$ cat src/rtl/tma_pkg.sv
package tma_pkg;

	// Temperature format: unsigned degrees with six fraction bits.
	localparam int TEMP_W         = 15;
	localparam int FRAC_BITS      = 6;
	localparam int FULL_SCALE_DEG = 330;
	localparam int TEMP_FULL      = FULL_SCALE_DEG * (2 ** FRAC_BITS);
	localparam int SCALE_W        = 15;
	localparam int HYST_DEG       = 10;

	// Configuration register widths and reset values.
	localparam int ALARM_THR_W = 8;
	localparam int FAN_THR_W   = 9;
	localparam int HOLD_W      = 16;
	localparam int CFG_INDEX_W = 2;
	localparam int CFG_DATA_W  = 16;

	localparam logic [ALARM_THR_W-1:0] ALARM_THR_RST = 8'd60;
	localparam logic [FAN_THR_W-1:0]   FAN_THR_RST   = 9'd45;
	localparam logic [HOLD_W-1:0]      FAN_HOLD_RST  = 16'd60;
	localparam logic [HOLD_W-1:0]      SEC_MAX       = '1;

	// Register indexes on the configuration port.
	localparam logic [CFG_INDEX_W-1:0] REG_ALARM_THR = 2'd0;
	localparam logic [CFG_INDEX_W-1:0] REG_FAN_THR   = 2'd1;
	localparam logic [CFG_INDEX_W-1:0] REG_FAN_HOLD  = 2'd2;

	// Item kinds.
	localparam logic OP_SAMPLE = 1'b0;
	localparam logic OP_TICK   = 1'b1;

endpackage

$ cat src/rtl/temperature_monitor_fan_alarm.sv
// An accepted word passes through the stage registers s1 to s7 in order; its result word
// is valid once it reaches s7 and is taken when out_stall is low.
// Throughput: one word per cycle unless out_stall holds; a stage loads when it is empty
// or its content moves on, so a waiting result blocks input only once all stages fill.
// Reset (arst_n low, asynchronous): stage valids, ring pointer, running sum, flags,
// seconds counter and configuration registers return to their reset values at once.
module temperature_monitor_fan_alarm #(
	parameter int WINDOW   = 10,
	parameter int ADC_BITS = 10
) (
	input  logic                             clk,
	input  logic                             arst_n,
	// Input channel.
	input  logic                             in_valid,
	output logic                             in_stall,
	input  logic                             opcode,
	input  logic [ADC_BITS-1:0]              raw_sample,
	input  logic                             rf_active,
	// Result channel.
	output logic                             out_valid,
	input  logic                             out_stall,
	output logic                             fan_on,
	output logic                             alarm,
	output logic                             rf_shutdown,
	output logic [tma_pkg::TEMP_W-1:0]       average_temp,
	output logic [tma_pkg::TEMP_W-1:0]       current_temp,
	// Configuration write port.
	input  logic                             cfg_wr_en,
	input  logic [tma_pkg::CFG_INDEX_W-1:0]  cfg_index,
	input  logic [tma_pkg::CFG_DATA_W-1:0]   cfg_data
);
	import tma_pkg::*;

	// Derived sizes. The conversion product is raw * full scale; the running sum must
	// hold WINDOW full-scale samples; the average uses a reciprocal of WINDOW scaled by
	// 2^SUM_W so that the estimate is at most one below the true quotient.
	localparam int ADC_MAX = (1 << ADC_BITS) - 1;
	localparam int X_W     = ADC_BITS + SCALE_W;
	localparam int IDX_W   = $clog2(WINDOW);
	localparam int SUM_W   = $clog2(TEMP_FULL * WINDOW + 1);
	localparam int PROD_W  = 2 * SUM_W;
	localparam int RECIP   = (2 ** SUM_W) / WINDOW;

	// Configuration registers.
	logic [ALARM_THR_W-1:0] alarm_thr_q;
	logic [FAN_THR_W-1:0]   fan_thr_q;
	logic [HOLD_W-1:0]      fan_hold_q;

	always_ff @(posedge clk or negedge arst_n) begin
		if (!arst_n) begin
			alarm_thr_q <= ALARM_THR_RST;
			fan_thr_q   <= FAN_THR_RST;
			fan_hold_q  <= FAN_HOLD_RST;
		end else if (cfg_wr_en) begin
			unique case (cfg_index)
				REG_ALARM_THR: alarm_thr_q <= cfg_data[ALARM_THR_W-1:0];
				REG_FAN_THR:   fan_thr_q   <= cfg_data[FAN_THR_W-1:0];
				REG_FAN_HOLD:  fan_hold_q  <= cfg_data[HOLD_W-1:0];
				default: ;
			endcase
		end
	end

	// Pipeline flow control. Each stage holds a valid bit; a stage may load when it is
	// empty or when the stage after it loads in the same cycle.
	logic v_s1, v_s2, v_s3, v_s4, v_s5, v_s6, v_s7;
	logic rdy1, rdy2, rdy3, rdy4, rdy5, rdy6, rdy7;
	logic load1, load2, load3, load4, load5, load6, load7;

	assign rdy7 = !v_s7 || !out_stall;
	assign rdy6 = !v_s6 || rdy7;
	assign rdy5 = !v_s5 || rdy6;
	assign rdy4 = !v_s4 || rdy5;
	assign rdy3 = !v_s3 || rdy4;
	assign rdy2 = !v_s2 || rdy3;
	assign rdy1 = !v_s1 || rdy2;

	assign load1 = in_valid && rdy1;
	assign load2 = v_s1 && rdy2;
	assign load3 = v_s2 && rdy3;
	assign load4 = v_s3 && rdy4;
	assign load5 = v_s4 && rdy5;
	assign load6 = v_s5 && rdy6;
	assign load7 = v_s6 && rdy7;

	assign in_stall  = !rdy1;
	assign out_valid = v_s7;

	always_ff @(posedge clk or negedge arst_n) begin
		if (!arst_n) begin
			v_s1 <= 1'b0;
			v_s2 <= 1'b0;
			v_s3 <= 1'b0;
			v_s4 <= 1'b0;
			v_s5 <= 1'b0;
			v_s6 <= 1'b0;
			v_s7 <= 1'b0;
		end else begin
			if (rdy1) v_s1 <= in_valid;
			if (rdy2) v_s2 <= v_s1;
			if (rdy3) v_s3 <= v_s2;
			if (rdy4) v_s4 <= v_s3;
			if (rdy5) v_s5 <= v_s4;
			if (rdy6) v_s6 <= v_s5;
			if (rdy7) v_s7 <= v_s6;
		end
	end

	// Item kind and RF level travel alongside stages 1 to 6.
	logic op_s1, op_s2, op_s3, op_s4, op_s5, op_s6;
	logic rf_s1, rf_s2, rf_s3, rf_s4, rf_s5, rf_s6;

	// Stage 1: input register.
	logic [ADC_BITS-1:0] raw_s1;

	// Stage 2: product raw * full scale.
	logic [X_W-1:0] x_s2;

	// Stage 3: division of the product by the ADC full-scale code. Since the divisor is
	// 2^N - 1, the quotient is the sum of the product shifted by N, 2N, 3N, which falls
	// short by at most three; the remainder then picks the exact correction.
	logic [TEMP_W-1:0] q_est;
	logic [X_W-1:0]    q_times_max;
	logic [X_W-1:0]    conv_rem;
	logic [1:0]        conv_corr;
	logic [TEMP_W-1:0] t_conv;
	logic [TEMP_W-1:0] t_s3;

	always_comb begin
		q_est = TEMP_W'(x_s2 >> ADC_BITS) + TEMP_W'(x_s2 >> (2 * ADC_BITS))
			+ TEMP_W'(x_s2 >> (3 * ADC_BITS));
		q_times_max = {q_est, {ADC_BITS{1'b0}}} - X_W'(q_est);
		conv_rem    = x_s2 - q_times_max;
		conv_corr   = {1'b0, conv_rem >= X_W'(ADC_MAX)}
			+ {1'b0, conv_rem >= X_W'(2 * ADC_MAX)}
			+ {1'b0, conv_rem >= X_W'(3 * ADC_MAX)};
		t_conv = q_est + TEMP_W'(conv_corr);
	end

	// Stage 4: sample ring and running sum. The first sample after reset fills the whole
	// ring, so the average starts at that sample instead of ramping up from zero.
	logic [TEMP_W-1:0] ring_q [WINDOW];
	logic [IDX_W-1:0]  idx_q;
	logic [SUM_W-1:0]  sum_q;
	logic              primed_q;
	logic [TEMP_W-1:0] last_q;

	logic [IDX_W-1:0]  idx_base;
	logic [IDX_W-1:0]  idx_nxt;
	logic [SUM_W-1:0]  sum_nxt;
	logic              sample_in4;

	logic [SUM_W-1:0]  sum_s4;
	logic [TEMP_W-1:0] temp_s4;

	always_comb begin
		sample_in4 = load4 && (op_s3 == OP_SAMPLE);
		idx_base   = primed_q ? idx_q : '0;
		idx_nxt    = (idx_base == IDX_W'(WINDOW - 1)) ? '0 : idx_base + 1'b1;
		if (primed_q) begin
			sum_nxt = sum_q - SUM_W'(ring_q[idx_q]) + SUM_W'(t_s3);
		end else begin
			sum_nxt = SUM_W'(t_s3) * SUM_W'(WINDOW);
		end
	end

	always_ff @(posedge clk or negedge arst_n) begin
		if (!arst_n) begin
			idx_q    <= '0;
			sum_q    <= '0;
			primed_q <= 1'b0;
			last_q   <= '0;
		end else if (sample_in4) begin
			idx_q    <= idx_nxt;
			sum_q    <= sum_nxt;
			primed_q <= 1'b1;
			last_q   <= t_s3;
		end
	end

	always_ff @(posedge clk) begin
		if (sample_in4) begin
			if (!primed_q) begin
				for (int i = 0; i < WINDOW; i++) begin
					ring_q[i] <= t_s3;
				end
			end else begin
				ring_q[idx_q] <= t_s3;
			end
		end
	end

	// Stage 5: reciprocal multiply, an estimate of sum / WINDOW.
	logic [PROD_W-1:0] avg_prod;
	logic [TEMP_W-1:0] q0_s5;
	logic [SUM_W-1:0]  sum_s5;
	logic [TEMP_W-1:0] temp_s5;

	assign avg_prod = PROD_W'(sum_s4) * PROD_W'(RECIP);

	// Stage 6: exact average and the threshold comparisons.
	logic [SUM_W-1:0]  q0_times_win;
	logic [SUM_W-1:0]  avg_rem;
	logic [TEMP_W-1:0] avg_exact;
	logic [TEMP_W-1:0] alarm_level;
	logic [TEMP_W-1:0] clear_level;
	logic [TEMP_W-1:0] fan_level;
	logic              hot_cmp, cool_cmp, fan_cmp;

	logic [TEMP_W-1:0] avg_s6;
	logic [TEMP_W-1:0] temp_s6;
	logic              hot_s6, cool_s6, fan_hot_s6;

	always_comb begin
		q0_times_win = SUM_W'(q0_s5) * SUM_W'(WINDOW);
		avg_rem      = sum_s5 - q0_times_win;
		avg_exact    = q0_s5 + TEMP_W'(avg_rem >= SUM_W'(WINDOW));
		alarm_level  = TEMP_W'({alarm_thr_q, {FRAC_BITS{1'b0}}});
		clear_level  = TEMP_W'({alarm_thr_q - ALARM_THR_W'(HYST_DEG), {FRAC_BITS{1'b0}}});
		fan_level    = TEMP_W'({fan_thr_q, {FRAC_BITS{1'b0}}});
		hot_cmp      = temp_s5 >= alarm_level;
		// With a threshold below the hysteresis the clear level would be negative, so
		// the alarm then never clears.
		cool_cmp     = (alarm_thr_q >= ALARM_THR_W'(HYST_DEG)) && (avg_exact < clear_level);
		fan_cmp      = avg_exact >= fan_level;
	end

	// Stage 7: alarm, fan and seconds state; these registers are also the result levels.
	logic              alarm_q;
	logic              shutdown_sent_q;
	logic              fan_q;
	logic [HOLD_W-1:0] sec_q;

	logic [TEMP_W-1:0] avg_s7;
	logic [TEMP_W-1:0] temp_s7;
	logic              pulse_s7;

	always_ff @(posedge clk or negedge arst_n) begin
		if (!arst_n) begin
			alarm_q         <= 1'b0;
			shutdown_sent_q <= 1'b0;
			fan_q           <= 1'b0;
			sec_q           <= '0;
			pulse_s7        <= 1'b0;
		end else if (load7) begin
			pulse_s7 <= 1'b0;
			if (op_s6 == OP_TICK) begin
				if (sec_q != SEC_MAX) begin
					sec_q <= sec_q + 1'b1;
				end
			end else begin
				if (hot_s6) begin
					alarm_q <= 1'b1;
					if (!shutdown_sent_q) begin
						shutdown_sent_q <= 1'b1;
						pulse_s7        <= 1'b1;
					end
				end else if (cool_s6) begin
					alarm_q <= 1'b0;
				end
				// The fan stays on while RF runs even after the hold time; the counter
				// then parks at the hold time.
				if (fan_hot_s6) begin
					fan_q <= 1'b1;
					sec_q <= '0;
				end else if (sec_q >= fan_hold_q) begin
					if (!rf_s6) begin
						fan_q <= 1'b0;
					end
					sec_q <= fan_hold_q;
				end
			end
		end
	end

	// Payload registers of all stages.
	always_ff @(posedge clk) begin
		if (load1) begin
			op_s1  <= opcode;
			rf_s1  <= rf_active;
			raw_s1 <= raw_sample;
		end
		if (load2) begin
			op_s2 <= op_s1;
			rf_s2 <= rf_s1;
			x_s2  <= X_W'(raw_s1) * X_W'(TEMP_FULL);
		end
		if (load3) begin
			op_s3 <= op_s2;
			rf_s3 <= rf_s2;
			t_s3  <= t_conv;
		end
		if (load4) begin
			op_s4 <= op_s3;
			rf_s4 <= rf_s3;
			if (op_s3 == OP_SAMPLE) begin
				sum_s4  <= sum_nxt;
				temp_s4 <= t_s3;
			end else begin
				sum_s4  <= sum_q;
				temp_s4 <= last_q;
			end
		end
		if (load5) begin
			op_s5   <= op_s4;
			rf_s5   <= rf_s4;
			q0_s5   <= avg_prod[SUM_W +: TEMP_W];
			sum_s5  <= sum_s4;
			temp_s5 <= temp_s4;
		end
		if (load6) begin
			op_s6      <= op_s5;
			rf_s6      <= rf_s5;
			avg_s6     <= avg_exact;
			temp_s6    <= temp_s5;
			hot_s6     <= hot_cmp;
			cool_s6    <= cool_cmp;
			fan_hot_s6 <= fan_cmp;
		end
		if (load7) begin
			avg_s7  <= avg_s6;
			temp_s7 <= temp_s6;
		end
	end

	assign fan_on       = fan_q;
	assign alarm        = alarm_q;
	assign rf_shutdown  = pulse_s7;
	assign average_temp = avg_s7;
	assign current_temp = temp_s7;

endmodule

$ cat config.mk
export PLATFORM = sky130hd
export DESIGN_NAME = temperature_monitor_fan_alarm
export DESIGN_NICKNAME = d
export VERILOG_FILES = /design/src/rtl/tma_pkg.sv /design/src/rtl/temperature_monitor_fan_alarm.sv
export SDC_FILE = /design/constraint.sdc
export NUM_CORES = 1
export LEC_CHECK = 0
export BUFFER_PORTS_ARGS = -buffer_cell sky130_fd_sc_hd__buf_2
export CORE_AREA = 2 2 287 289
export CTS_CLUSTER_DIAMETER = 50
export DETAILED_ROUTE_END_ITERATION = 6
export DIE_AREA = 0 0 289 291
export GPL_ROUTABILITY_DRIVEN = 0
export GPL_TIMING_DRIVEN = 0
export SYNTH_ARGS = -nofsm -noshare
export SYNTH_HDL_FRONTEND = slang
export SYNTH_SLANG_ARGS = --single-unit
export TNS_END_PERCENT = 50
$ cat constraint.sdc
create_clock -name clk -period 8.78 [get_ports clk]
set_clock_uncertainty 0.05 [all_clocks]
set_input_delay 0 -clock clk [delete_from_list [all_inputs] [get_ports clk]]
set_output_delay 0 -clock clk [all_outputs]
set_load 0.02 [all_outputs]
* Yosys cells after proc, flatten, opt, wreduce, memory -nomap -nowiden
Memories as Yosys holds them, arrays and structs flattened.
Cells that the tools add are included.
** Operators by class
- $mul :: 4
- $add $sub $neg :: 13
- Magnitude comparators :: 9
- Equal/unequal tests :: 6
- Multiplexer cells :: 26
- Bitwise operators :: 2
- Reductions and logical operators :: 37
** Operators by type and width (number)
- 16-bit two-way mux :: 4
- 18-bit two-way mux :: 2
- 15-bit by 3-bit multiplier with 17-bit output, second input constant :: 2
- 18-bit by 14-bit multiplier with 32-bit output, second input constant :: 1
- 15-bit two-way mux :: 2
- 25-bit by 10-bit greater-or-equal comparator with 1-bit output, second input constant :: 1
- 25-bit by 11-bit greater-or-equal comparator with 1-bit output, second input constant :: 1
- 25-bit by 12-bit greater-or-equal comparator with 1-bit output, second input constant :: 1
- 25-bit by 15-bit subtractor with 25-bit output :: 1
- 25-bit subtractor :: 1
- 18-bit by 15-bit adder with 18-bit output :: 1
- 18-bit by 4-bit greater-or-equal comparator with 1-bit output, second input constant :: 1
- 10-bit by 8-bit multiplier with 18-bit output, second input constant :: 1
- 18-bit by 15-bit subtractor with 18-bit output :: 1
- 18-bit subtractor :: 1
- 16-bit by 1-bit adder with 16-bit output, second input constant :: 1
- 16-bit greater-or-equal comparator :: 1
- 16-bit inequality test, second input constant :: 1
- 15-bit by 1-bit adder with 15-bit output :: 1
- 15-bit by 2-bit adder with 15-bit output :: 1
- 15-bit by 5-bit adder with 15-bit output :: 1
- 15-bit by 14-bit greater-or-equal comparator with 1-bit output :: 1
- 15-bit greater-or-equal comparator :: 1
- 15-bit by 14-bit less-than comparator with 1-bit output :: 1
- 22 further kinds :: 67
** Storage, ports and cells
- Memory bits (writable) :: 150
- Memories :: 1
- Output and inout port bits :: 35
- Register bits after elaboration :: 297
** Memories
- ring_q :: words 10, width 15, rd ports 1, clocked after Yosys merged registers in 0, wr ports 10, RTL line temperature_monitor_fan_alarm.sv:142 : logic [TEMP_W-1:0] ring_q [WINDOW];

* Depth between registers and ports, before layout
Gate-level depths: netlist of run 1.
- Word-level depth :: 11
- Depth in mapped cells :: 38

* Worst setup path after synthesis of run 1
OpenSTA, ideal clock, no wires.
- Path kind :: flip-flop to flip-flop
- Start :: register x_s2[20]
- End :: register t_s3[14], data pin
- Buffers on the path :: 0
- Setup slack :: 1.736 ns
- Data arrival time :: 6.731 ns
- Cell stages (with the launch flop) :: 29
- Period minus slack after synthesis :: 7.044 ns
- Setup time :: 0.263 ns
- Cells stage by stage :: edfxtp_1 > ha_1 > fa_1 > a21o_1 > a21oi_1 > nor2b_1 > nor2_1 > nor2_1 > and3_1 > and3_1 > ha_1 > inv_1 > fa_1 > inv_1 > ha_1 > and3_1 > a2111oi_1 > o31ai_1 > mux2i_1 > nand4_1 > nor4_2 > o211ai_1 > fa_1 > ha_1 > inv_1 > fa_1 > nor4_1 > nand3_1 > xnor2_1
** Between the ends
- Word-level cells in the longest chain between the ends :: 7
- Elaborated cells on any way between the ends :: 9
- Those cells by class :: add/sub (6); order compare (3)
** Ends and longest elaborated chain
- from (decl) :: RTL line temperature_monitor_fan_alarm.sv:117 : logic [X_W-1:0] x_s2;
- from (signal assigned) :: RTL line temperature_monitor_fan_alarm.sv:286 : x_s2 <= X_W'(raw_s1) * X_W'(TEMP_FULL);
- 15-bit by 5-bit adder with 15-bit output :: RTL line temperature_monitor_fan_alarm.sv:130 : q_est = TEMP_W'(x_s2 >> ADC_BITS) + TEMP_W'(x_s2 >> (2 * ADC_BITS))
- 25-bit by 15-bit subtractor with 25-bit output :: RTL line temperature_monitor_fan_alarm.sv:132 : q_times_max = {q_est, {ADC_BITS{1'b0}}} - X_W'(q_est);
- 25-bit subtractor :: RTL line temperature_monitor_fan_alarm.sv:133 : conv_rem = x_s2 - q_times_max;
- 25-bit by 10-bit greater-or-equal comparator with 1-bit output / 25-bit by 11-bit greater-or-equal comparator with 1-bit output (equally long branches) :: RTL line temperature_monitor_fan_alarm.sv:134, temperature_monitor_fan_alarm.sv:135
- 1-bit by 1-bit adder with 2-bit output :: RTL line temperature_monitor_fan_alarm.sv:135 : + {1'b0, conv_rem >= X_W'(2 * ADC_MAX)}
- 2-bit by 1-bit adder with 2-bit output :: RTL line temperature_monitor_fan_alarm.sv:136 : + {1'b0, conv_rem >= X_W'(3 * ADC_MAX)};
- 15-bit by 2-bit adder with 15-bit output * :: RTL line temperature_monitor_fan_alarm.sv:137 : t_conv = q_est + TEMP_W'(conv_corr);
- named net t_conv[14] :: RTL line temperature_monitor_fan_alarm.sv:126 : logic [TEMP_W-1:0] t_conv;
- to (signal assigned) :: RTL line temperature_monitor_fan_alarm.sv:291 : t_s3 <= t_conv;
- to (decl) :: RTL line temperature_monitor_fan_alarm.sv:127 : logic [TEMP_W-1:0] t_s3;
Mark *: on every way through the listed nets, which the timed path passes. The rest lies on a longest branch.
A chain may end at the register's enable or synchronous reset.

* Worst setup path in the final report of run 1
Ends and elaborated chain as after synthesis.

==> out/results.txt, run 1 <==
WL/cell: 19.1 µm
Post-synthesis async set-or-reset flop share: 18.3%
Vias in the first global route: 21,200
Routed wire length: 73.8 mm
Main synth FF type: edfxtp_1
Congestion Overflow GR: 0
Hold worst-path end: raw_s1[7]
Area delta synth->final: 15.7%
RR Endpoint: t_s3[14]
Die X: 289 µm
Syn Area/Cell: 12.7 µm²
# setup viols final: 0
DR vias: 20,400
Final Hold Vio Count: 0
Initial antenna violation count: 0
Syn Inst Count: 2,524
Post-synth EDFFs: 438
Final Cycle Share: 93.4%
Synth unique cells: 77
Util after Layout: 45.8%
Largest net degree at the start of global routing: 49
CP startpoint kind: register
Fillers: 7,216
Die footprint: 84,100 µm²
IO Port Bufs: 69
Reg-to-reg slack, setup: 0.58 ns
Vias per cell: 5.28
Placed insts: 3,682
Worst skew pair latency: 0.61 ns
# H-tree levels: 3
Status: completed
Worst-path cell with the longest stage delay: fa_1
Syn Nets: 3,028
CP Data Required Time: 9.06 ns
RSZ-0062 raised after global routing: false
DP HPWL: 55.3 mm
Postcts setup bufs: 0
Synth warnings: 0
Non-filler instance count after layout: 3,862
Synthesized flop and latch total: 536
Max incr delay on CP: 0.53 ns
Critical R2R Launch: x_s2[20]
First-pass DRT Iterations: 5
Hold depth: 2
Critical Path Fanout Max: 6
Hold Crit Start: raw_sample[7]
Worst slew pin tran: 1.17 ns
Max frequency: 0.122 GHz
Synthesized area: 32,200 µm²
Max cap viols: 0
Setup crit end kind: register
Num ports: 70
Initial Util: 39.6%
Post-route DRC violation count: 0
Nets: 3,238
Number of buffers created by CTS: 70
DRT iter0 DRCs: 1,362
Min-Delay Path Class: in2reg
Chip height: 291 µm
Slew headroom: 22.0%
R2R depth: 31
Final Max Tran Viols: 0
Max Root-Sink Buffers: 3
Worst EP arrival: 8.48 ns
Final ANT Viol Nets: 0
Antenna cells: 0
First-pass GRT wire length: 116 mm
Core area: 81,200 µm²
GRT Overall Usage: 17.8%
Clock sinks: 536
Layout cells sized above 1: 13.6%
Sequential fraction of the synthesis area: 48.6%
CTS clk-pin slew, worst paths: 0.06 ns
CTS tree: built
Core Rows: 105
Critical Path Source: x_s2[20]
Type of the worst setup path: reg2reg
CTS Root Cell: clkbuf_16
Min cycle time layout: 8.20 ns
WHS: 0.0637 ns
metrics by stage:
stage,instance area [µm²],setup TNS [ns],setup WS [ns]
CTS,37200,0,0.342
detailed placement,34300,-0.0146,-0.0146
global placement,33800,0,0.232
finish,37200,0,0.576
global route,37200,0,0.0650
floorplan,32200,0,1.74
sequential cells by signal, summed over array words and instances (netlist names), 16 cells and up:
register,count
x_s2,18
sum_s5,17
sum_s4,18
fan_hold_q,16
sec_q,16
sum_q,18
ring_q,240
layout by cell type (no fill, tap or decap), drive strengths merged, types with 8 or more instances in the layout:
cell type      n
nor3          30
mux4          75
or2            8
o22ai          9
a211oi        16
inv          312
a21oi        123
o21ai        111
and2          11
mux2i         12
o31ai          8
nand4         12
clkinv        21
dfrtp         86
xnor2         94
a31oi          8
dlygate4sd3   49
buf          100
o21bai        12
nor2         115
xor2          39
ha           355
nand3b         8
o21a          11
clkbuf       131
nand3         48
nand2b        31
and3          31
nor4           8
edfxtp       438
dfstp         12
mux2          37
fa           114
nand2        137
a21o          49
nor2b         28
logic make-up (layout without fill, tap and decap cells):
logic type,Yosys count,count (layout),share of synthesized area (%)
AOI/OAI and AO/OA,418,418,8.25
xor gates and xnor gates,133,133,3.62
adders and majority gates,470,470,20.9
buffers and inverters,355,623,4.26
DFF,536,536,48.6
muxes,124,124,6.93
and+or+nand+nor,488,488,7.40
cell type report:
cell class	count	area [µm²]	share of cell area, %
sequential	536	15600	42.0
clock buffer	82	1890	5.08
inverter	295	1110	2.98
timing repair buffer	138	1220	3.29
multi-input combinational	1633	15200	41.0
buffer	60	263	0.706
tap	1070	1340	3.60
clock inverter	48	513	1.38
routing by layer:
metal  routed length, µm  track usage, %  vias to the layer above  part of all wire [%]
met4                2120            6.14                        0                   2.9
li1                    -               -                     9593                     -
met1               31300            22.8                    10100                    42
met3                3880            2.74                      124                   5.3
met2               36500            30.6                      580                    49
met5                   0               0                        -                     0
synth_stat cells (all sizes together), types with 8 or more instances:
cell	count	area share, %
edfxtp	438	41
dfrtp	86	6.7
or2	8	0.16
a31oi	8	0.16
dfstp	12	0.98
nand2b	31	0.60
a21oi	123	1.9
o31ai	8	0.20
o22ai	9	0.18
nor2b	28	0.54
o21bai	12	0.28
fa	114	7.1
nor3	30	0.47
nand3	48	0.75
a21o	49	1.2
xnor2	94	2.6
nor4	8	0.19
ha	355	14
nand2	137	1.6
clkbuf	49	0.67
a211oi	16	0.39
mux4	75	5.3
nand3b	8	0.19
inv	295	3.4
and3	31	0.60
and2	11	0.21
o21a	11	0.26
nand4	12	0.23
xor2	39	1.1
mux2	37	1.3
buf	11	0.15
mux2i	12	0.37
o21ai	111	1.7
nor2	115	1.3
worst max path at each step:
stage,slack (ns),endpoint,cells after the start
floorplan,1.74,t_s3[14],28
global placement,0.23,t_s3[14],29
detailed placement,-0.01,t_s3[14],29
CTS,0.34,t_s3[14],29
global route,0.07,t_s3[14],29
finish,0.58,t_s3[14],31
critical path: cells and delay by family (launching register included):
kind,cells,cell delay [ns]
fa+ha+maj,8,3.13
xor+xnor,2,0.41
buf+inv,4,0.32
simple gates,10,2.19
compound gates,7,1.37
flops,1,0.51
repair_timing:
| item | in CTS | in global routing |
|---|---|---|
| setup endpoints to repair | 1 | 4 |
| resized for setup | 1 | 4 |
| hold endpoints to repair | 156 | 0 |
| hold buffers | 50 | 0 |
Power of run 1 is left out: the tool's default activity adds up to more than one toggle a clock period on the data nets, which glitch-free logic cannot reach.
==> inputs of run 2 (changes only) <==
--- a/config.mk
+++ b/config.mk
@@ -12,6 +12,7 @@
 export DIE_AREA = 0 0 289 291
 export GPL_ROUTABILITY_DRIVEN = 0
 export GPL_TIMING_DRIVEN = 0
+export RECOVER_POWER = 100
 export SYNTH_ARGS = -nofsm -noshare
 export SYNTH_HDL_FRONTEND = slang
 export SYNTH_SLANG_ARGS = --single-unit
==> constraint.sdc (replaced) <==
create_clock -name clk -period 8.8 [get_ports clk]
set_clock_uncertainty 0.05 [all_clocks]
set_input_delay 0 -clock clk [delete_from_list [all_inputs] [get_ports clk]]
set_output_delay 0 -clock clk [all_outputs]
set_load 0.02 [all_outputs]
==> out/results.txt, run 2 (synthesized netlist as in run 1, its figures left out) <==
DP HPWL: 55.3 mm (unchanged)
Initial antenna violation count: 0 (unchanged)
Fin worst setup slack: 0.598 ns (was 0.576 ns)
Worst EP arrival: 8.48 ns (about the same)
Critical Path Source: x_s2[20] (unchanged)
Core Rows: 105 (unchanged)
IO Port Bufs: 69 (unchanged)
Setup crit end kind: register (unchanged)
Min-Delay Path Class: in2reg (unchanged)
Slew headroom: -96.1% (was 22.0%)
Reg with most FFs: ring_q (unchanged)
Highest-count cells in the layout ignoring fill and taps: 438 x edfxtp_1, 355 x ha_1, 295 x inv_1 (unchanged)
Non-filler instance count after layout: 3,862 (unchanged)
Vias in the first global route: 21,200 (unchanged)
First-pass GRT wire length: 116 mm (about the same)
RSZ-0062 raised after global routing: false (unchanged)
DR vias: 20,400 (about the same)
CTS tree: built (unchanged)
Number of flip-flops in the largest register: 240 (unchanged)
Failing checks: max-capacitance violations, max-slew violations
Post-route setup TNS: 0 ns (unchanged)
Layout cells sized above 1: 10.6% (was 13.6%)
Antenna cells: 0 (unchanged)
RR Endpoint: t_s3[14] (unchanged)
Placed insts: 3,682 (unchanged)
Post-route DRC violation count: 0 (unchanged)
Congestion Overflow GR: 0 (unchanged)
Core area: 81,200 µm² (unchanged)
Critical R2R Launch: x_s2[20] (unchanged)
CP Data Required Time: 9.08 ns (was 9.06 ns)
Initial Util: 39.6% (unchanged)
Number of buffers created by CTS: 70 (unchanged)
First-pass DRT Iterations: 6 (was 5)
Worst slew pin tran: 2.94 ns (was 1.17 ns)
Chip height: 291 µm (unchanged)
CTS Root Cell: clkbuf_16 (unchanged)
Reg-to-reg slack, setup: 0.60 ns (was 0.58 ns)
Max incr delay on CP: 0.53 ns (about the same)
DRT iter0 DRCs: 1,328 (was 1,362)
Final ANT Viol Nets: 0 (unchanged)
Die X: 289 µm (unchanged)
Largest net degree at the start of global routing: 49 (unchanged)
R2R depth: 31 (unchanged)
# setup viols final: 0 (unchanged)
Status: complete, but fails checks (was completed)
WL/cell: 19.1 µm (about the same)
Worst skew pair latency: 0.60 ns (was 0.61 ns)
GRT Overall Usage: 17.8% (unchanged)
Area delta synth->final: 14.3% (was 15.7%)
Hold Crit Start: raw_sample[7] (unchanged)
Commonest non-fill, non-tap cell in the layout: edfxtp_1 (unchanged)
Final Cycle Share: 93.2% (was 93.4%)
Final Max Tran Viols: 196 (was 0)
Num ports: 70 (unchanged)
WHS: 0.0641 ns (was 0.0637 ns)
Vias per cell: 5.29 (was 5.28)
Max Root-Sink Buffers: 3 (unchanged)
Worst setup path endpoint: t_s3[14] (unchanged)
Max frequency: 0.122 GHz (about the same)
Critical Path Fanout Max: 6 (unchanged)
CTS clk-pin slew, worst paths: 0.06 ns (about the same)
# H-tree levels: 3 (unchanged)
Type of the worst setup path: reg2reg (unchanged)
CP startpoint kind: register (unchanged)
Nets: 3,238 (unchanged)
Clock sinks: 536 (unchanged)
Routed wire length: 73.9 mm (was 73.8 mm)
Worst-path cell with the longest stage delay: fa_1 (unchanged)
Min cycle time layout: 8.20 ns (about the same)
Max cap viols: 5 (was 0)
Final Hold Vio Count: 0 (unchanged)
Dpl ws: 0.00538 ns (was -0.0146 ns)
Die footprint: 84,100 µm² (unchanged)
[run 2: worst min path at each step]
stage / endpoint / depth (start not counted)
3_3_place_gp: raw_s1[6] / 1
2_1_floorplan: alarm / 0
3_5_place_dp: v_s6 / 1
6_report: raw_s1[7] / 2
4_1_cts: raw_s1[7] / 2
5_1_grt: raw_s1[7] / 2
[run 2: final cells by class]
cell class	instances	area, µm²
Tap cell	1070	1340
Fill cell	7305	44400
Clock inverter	48	513
Inverter	295	1110
Timing Repair Buffer	138	863
Sequential cell	536	15600
Buffer	60	255
Clock buffer	82	1890
Multi-Input combinational cell	1633	15200
[run 2: critical path: cells and delay by family (launching register included)]
kind	cells	cell delay, ns
compound gates	7	1.36
xor+xnor	2	0.41
fa+ha+maj	8	3.12
buf+inv	4	0.31
flops	1	0.51
simple gates	10	2.19
[run 2: metal layers]
layer / vias to the layer above / track usage [%] / share of wire [%]
li1: 9601 / - / -
met1: 10100 / 22.8 / 43
met2: 553 / 30.6 / 49
met3: 130 / 2.73 / 5.0
met4: 0 / 6.14 / 3.0
met5: - / 0 / 0
[run 2: what timing repair did]
item,4_1_cts,5_1_grt
gates resized for setup,0,5
hold endpoints to repair,156,0
buffers inserted,0,0
hold buffers,50,0
setup endpoints to repair,0,4
[run 2: per-stage QoR]
stage	utilization, %	area [µm²]
4_1_cts	45.8	37200
5_1_grt	45.3	36700
3_5_place_dp	42.2	34300
3_3_place_gp	41.7	33800
6_report	45.3	36700
2_1_floorplan	-	32200
Power of run 2 is left out for the same reason.
==> inputs of run 3 (changes only) <==
--- a/config.mk
+++ b/config.mk
@@ -12,6 +12,7 @@
 export DIE_AREA = 0 0 289 291
 export GPL_ROUTABILITY_DRIVEN = 0
 export GPL_TIMING_DRIVEN = 0
+export PLACE_DENSITY = 0.58
 export RECOVER_POWER = 100
 export SYNTH_ARGS = -nofsm -noshare
 export SYNTH_HDL_FRONTEND = slang
==> out/results.txt, run 3 (synthesized netlist as in run 1, its figures left out) <==
Status: complete, but fails checks (unchanged)
Failing checks: max-capacitance violations, max-slew violations (unchanged)
Critical R2R Launch: x_s2[21] (was x_s2[20])
Antenna cells: 0 (unchanged)
Min-Delay Path Class: in2reg (unchanged)
# setup viols final: 0 (unchanged)
FF/Latch Area: 15,600 µm² (unchanged)
Die X: 289 µm (unchanged)
Critical Path Source: x_s2[21] (was x_s2[20])
Chip height: 291 µm (unchanged)
Highest-count cells in the layout ignoring fill and taps: 438 x edfxtp_1, 355 x ha_1, 295 x inv_1 (unchanged)
DRT iter0 DRCs: 1,364 (was 1,328)
Min cycle time layout: 8.27 ns (was 8.20 ns)
Nets: 3,236 (was 3,238)
Max cap viols: 5 (unchanged)
Worst-path cell with the longest stage delay: edfxtp_1 (was fa_1)
Critical path buffers and inverters: 3 (was 4)
Max Root-Sink Buffers: 3 (unchanged)
Largest net degree at the start of global routing: 52 (was 49)
Worst setup path endpoint: t_s3[14] (unchanged)
RR Endpoint: t_s3[14] (unchanged)
First-pass DRT Iterations: 5 (was 6)
Commonest non-fill, non-tap cell in the layout: edfxtp_1 (unchanged)
Post-route setup TNS: 0 ns (unchanged)
First-pass GRT wire length: 117 mm (was 116 mm)
GRT Overall Usage: 17.8% (about the same)
Initial antenna violation count: 1 (was 0)
Worst slew pin tran: 3.21 ns (was 2.94 ns)
Max frequency: 0.121 GHz (was 0.122 GHz)
RSZ-0062 raised after global routing: false (unchanged)
Reg with most FFs: ring_q (unchanged)
Num ports: 70 (unchanged)
Fillers: 7,307 (was 7,305)
Top Family by Delay on Critical Path: adder cells (unchanged)
Routed wire length: 73.9 mm (about the same)
DR vias: 20,400 (about the same)
DP HPWL: 55.1 mm (was 55.3 mm)
Cell repeated most along the worst path: ha_1
Vias per cell: 5.28 (was 5.29)
R2R depth: 30 (was 31)
Slew headroom: -114% (was -96.1%)
Clock sinks: 536 (unchanged)
Number of buffers created by CTS: 67 (was 70)
Final Hold Vio Count: 0 (unchanged)
Multi-input logic area: 15,200 µm² (about the same)
Reg-to-reg slack, setup: 0.53 ns (was 0.60 ns)
CTS tree: built (unchanged)
Critical Path Fanout Max: 6 (unchanged)
CP startpoint kind: register (unchanged)
IO Port Bufs: 69 (unchanged)
Area delta synth->final: 14.0% (was 14.3%)
Layout cells sized above 1: 10.2% (was 10.6%)
Max incr delay on CP: 0.54 ns (was 0.53 ns)
Final ANT Viol Nets: 0 (unchanged)
Worst skew pair latency: 0.63 ns (was 0.60 ns)
Type of the worst setup path: reg2reg (unchanged)
Congestion Overflow GR: 0 (unchanged)
WL/cell: 19.2 µm (was 19.1 µm)
CP Depth: 30 (was 31)
Setup crit end kind: register (unchanged)
Number of flip-flops in the largest register: 240 (unchanged)
CP Data Required Time: 9.10 ns (was 9.08 ns)
Hold Crit Start: rf_active (was raw_sample[7])
Die footprint: 84,100 µm² (unchanged)
Final Cycle Share: 94.0% (was 93.2%)
Worst EP arrival: 8.57 ns (was 8.48 ns)
CTS clk-pin slew, worst paths: 0.06 ns (about the same)
# H-tree levels: 3 (unchanged)
Core area: 81,200 µm² (unchanged)
Core Rows: 105 (unchanged)
Vias in the first global route: 21,100 (was 21,200)
Final Max Tran Viols: 199 (was 196)
CTS Root Cell: clkbuf_16 (unchanged)
Post-route DRC violation count: 0 (unchanged)
Initial Util: 39.6% (unchanged)
-- run 3: cell types whose count changed in the layout (fill, tap and decap cells not counted), moves of 2 or more --
| cell | previous run | this run |
|---|---|---|
| clkbuf_8 | 6 | 3 |
| inv_8 | 4 | 2 |
| clkinv_8 | 4 | 2 |
| inv_6 | 10 | 6 |
| clkbuf_16 | 73 | 67 |
| clkbuf_1 | 113 | 117 |
| bufinv_16 | 4 | 6 |
| clkinv_16 | 0 | 5 |
-- run 3: layout make-up --
| class | instances | share of cell area (%) |
|---|---|---|
| sequential | 536 | 42.6 |
| clock buffer | 77 | 4.67 |
| tap | 1070 | 3.65 |
| multi-input combinational | 1633 | 41.3 |
| timing repair buffer | 139 | 2.38 |
| buffer | 60 | 0.696 |
| inverter | 295 | 3.02 |
| clock inverter | 46 | 1.65 |
-- run 3: routing by layer --
| layer | up-vias | part of all wire (%) | global-route usage (%) |
|---|---|---|---|
| li1 | 9576 | - | - |
| met1 | 10100 | 44 | 23.8 |
| met2 | 526 | 48 | 29.9 |
| met3 | 145 | 4.4 | 2.17 |
| met4 | 0 | 3.1 | 5.98 |
| met5 | - | 0 | 0 |
-- run 3: per-stage QoR --
step	area [µm²]	cells	utilization [%]	hold WS [ns]	setup WS, ns
3_3_place_gp	33800	3663	41.7	0.129	0.383
2_1_floorplan	32200	2524	-	-0.346	1.76
5_1_grt	36700	3856	45.2	0.0541	0.0152
4_1_cts	37100	3856	45.7	0.0136	0.159
6_report	36700	3856	45.2	0.0560	0.531
3_5_place_dp	34300	3682	42.2	0.0215	0.210
-- run 3: worst min path at each step --
stage / to / cells after the start
6_report: rf_s1 / 2
4_1_cts: rf_s1 / 2
5_1_grt: raw_s1[6] / 2
3_3_place_gp: raw_s1[4] / 1
3_5_place_dp: out_valid / 1
2_1_floorplan: alarm / 0
-- run 3: repair_timing --
action	CTS	global route
endpoints found under the hold margin	158	0
hold buffers	51	0
setup endpoints to repair	0	4
resized for setup	0	2
setup buffers	0	0
Power of run 3 is left out for the same reason.
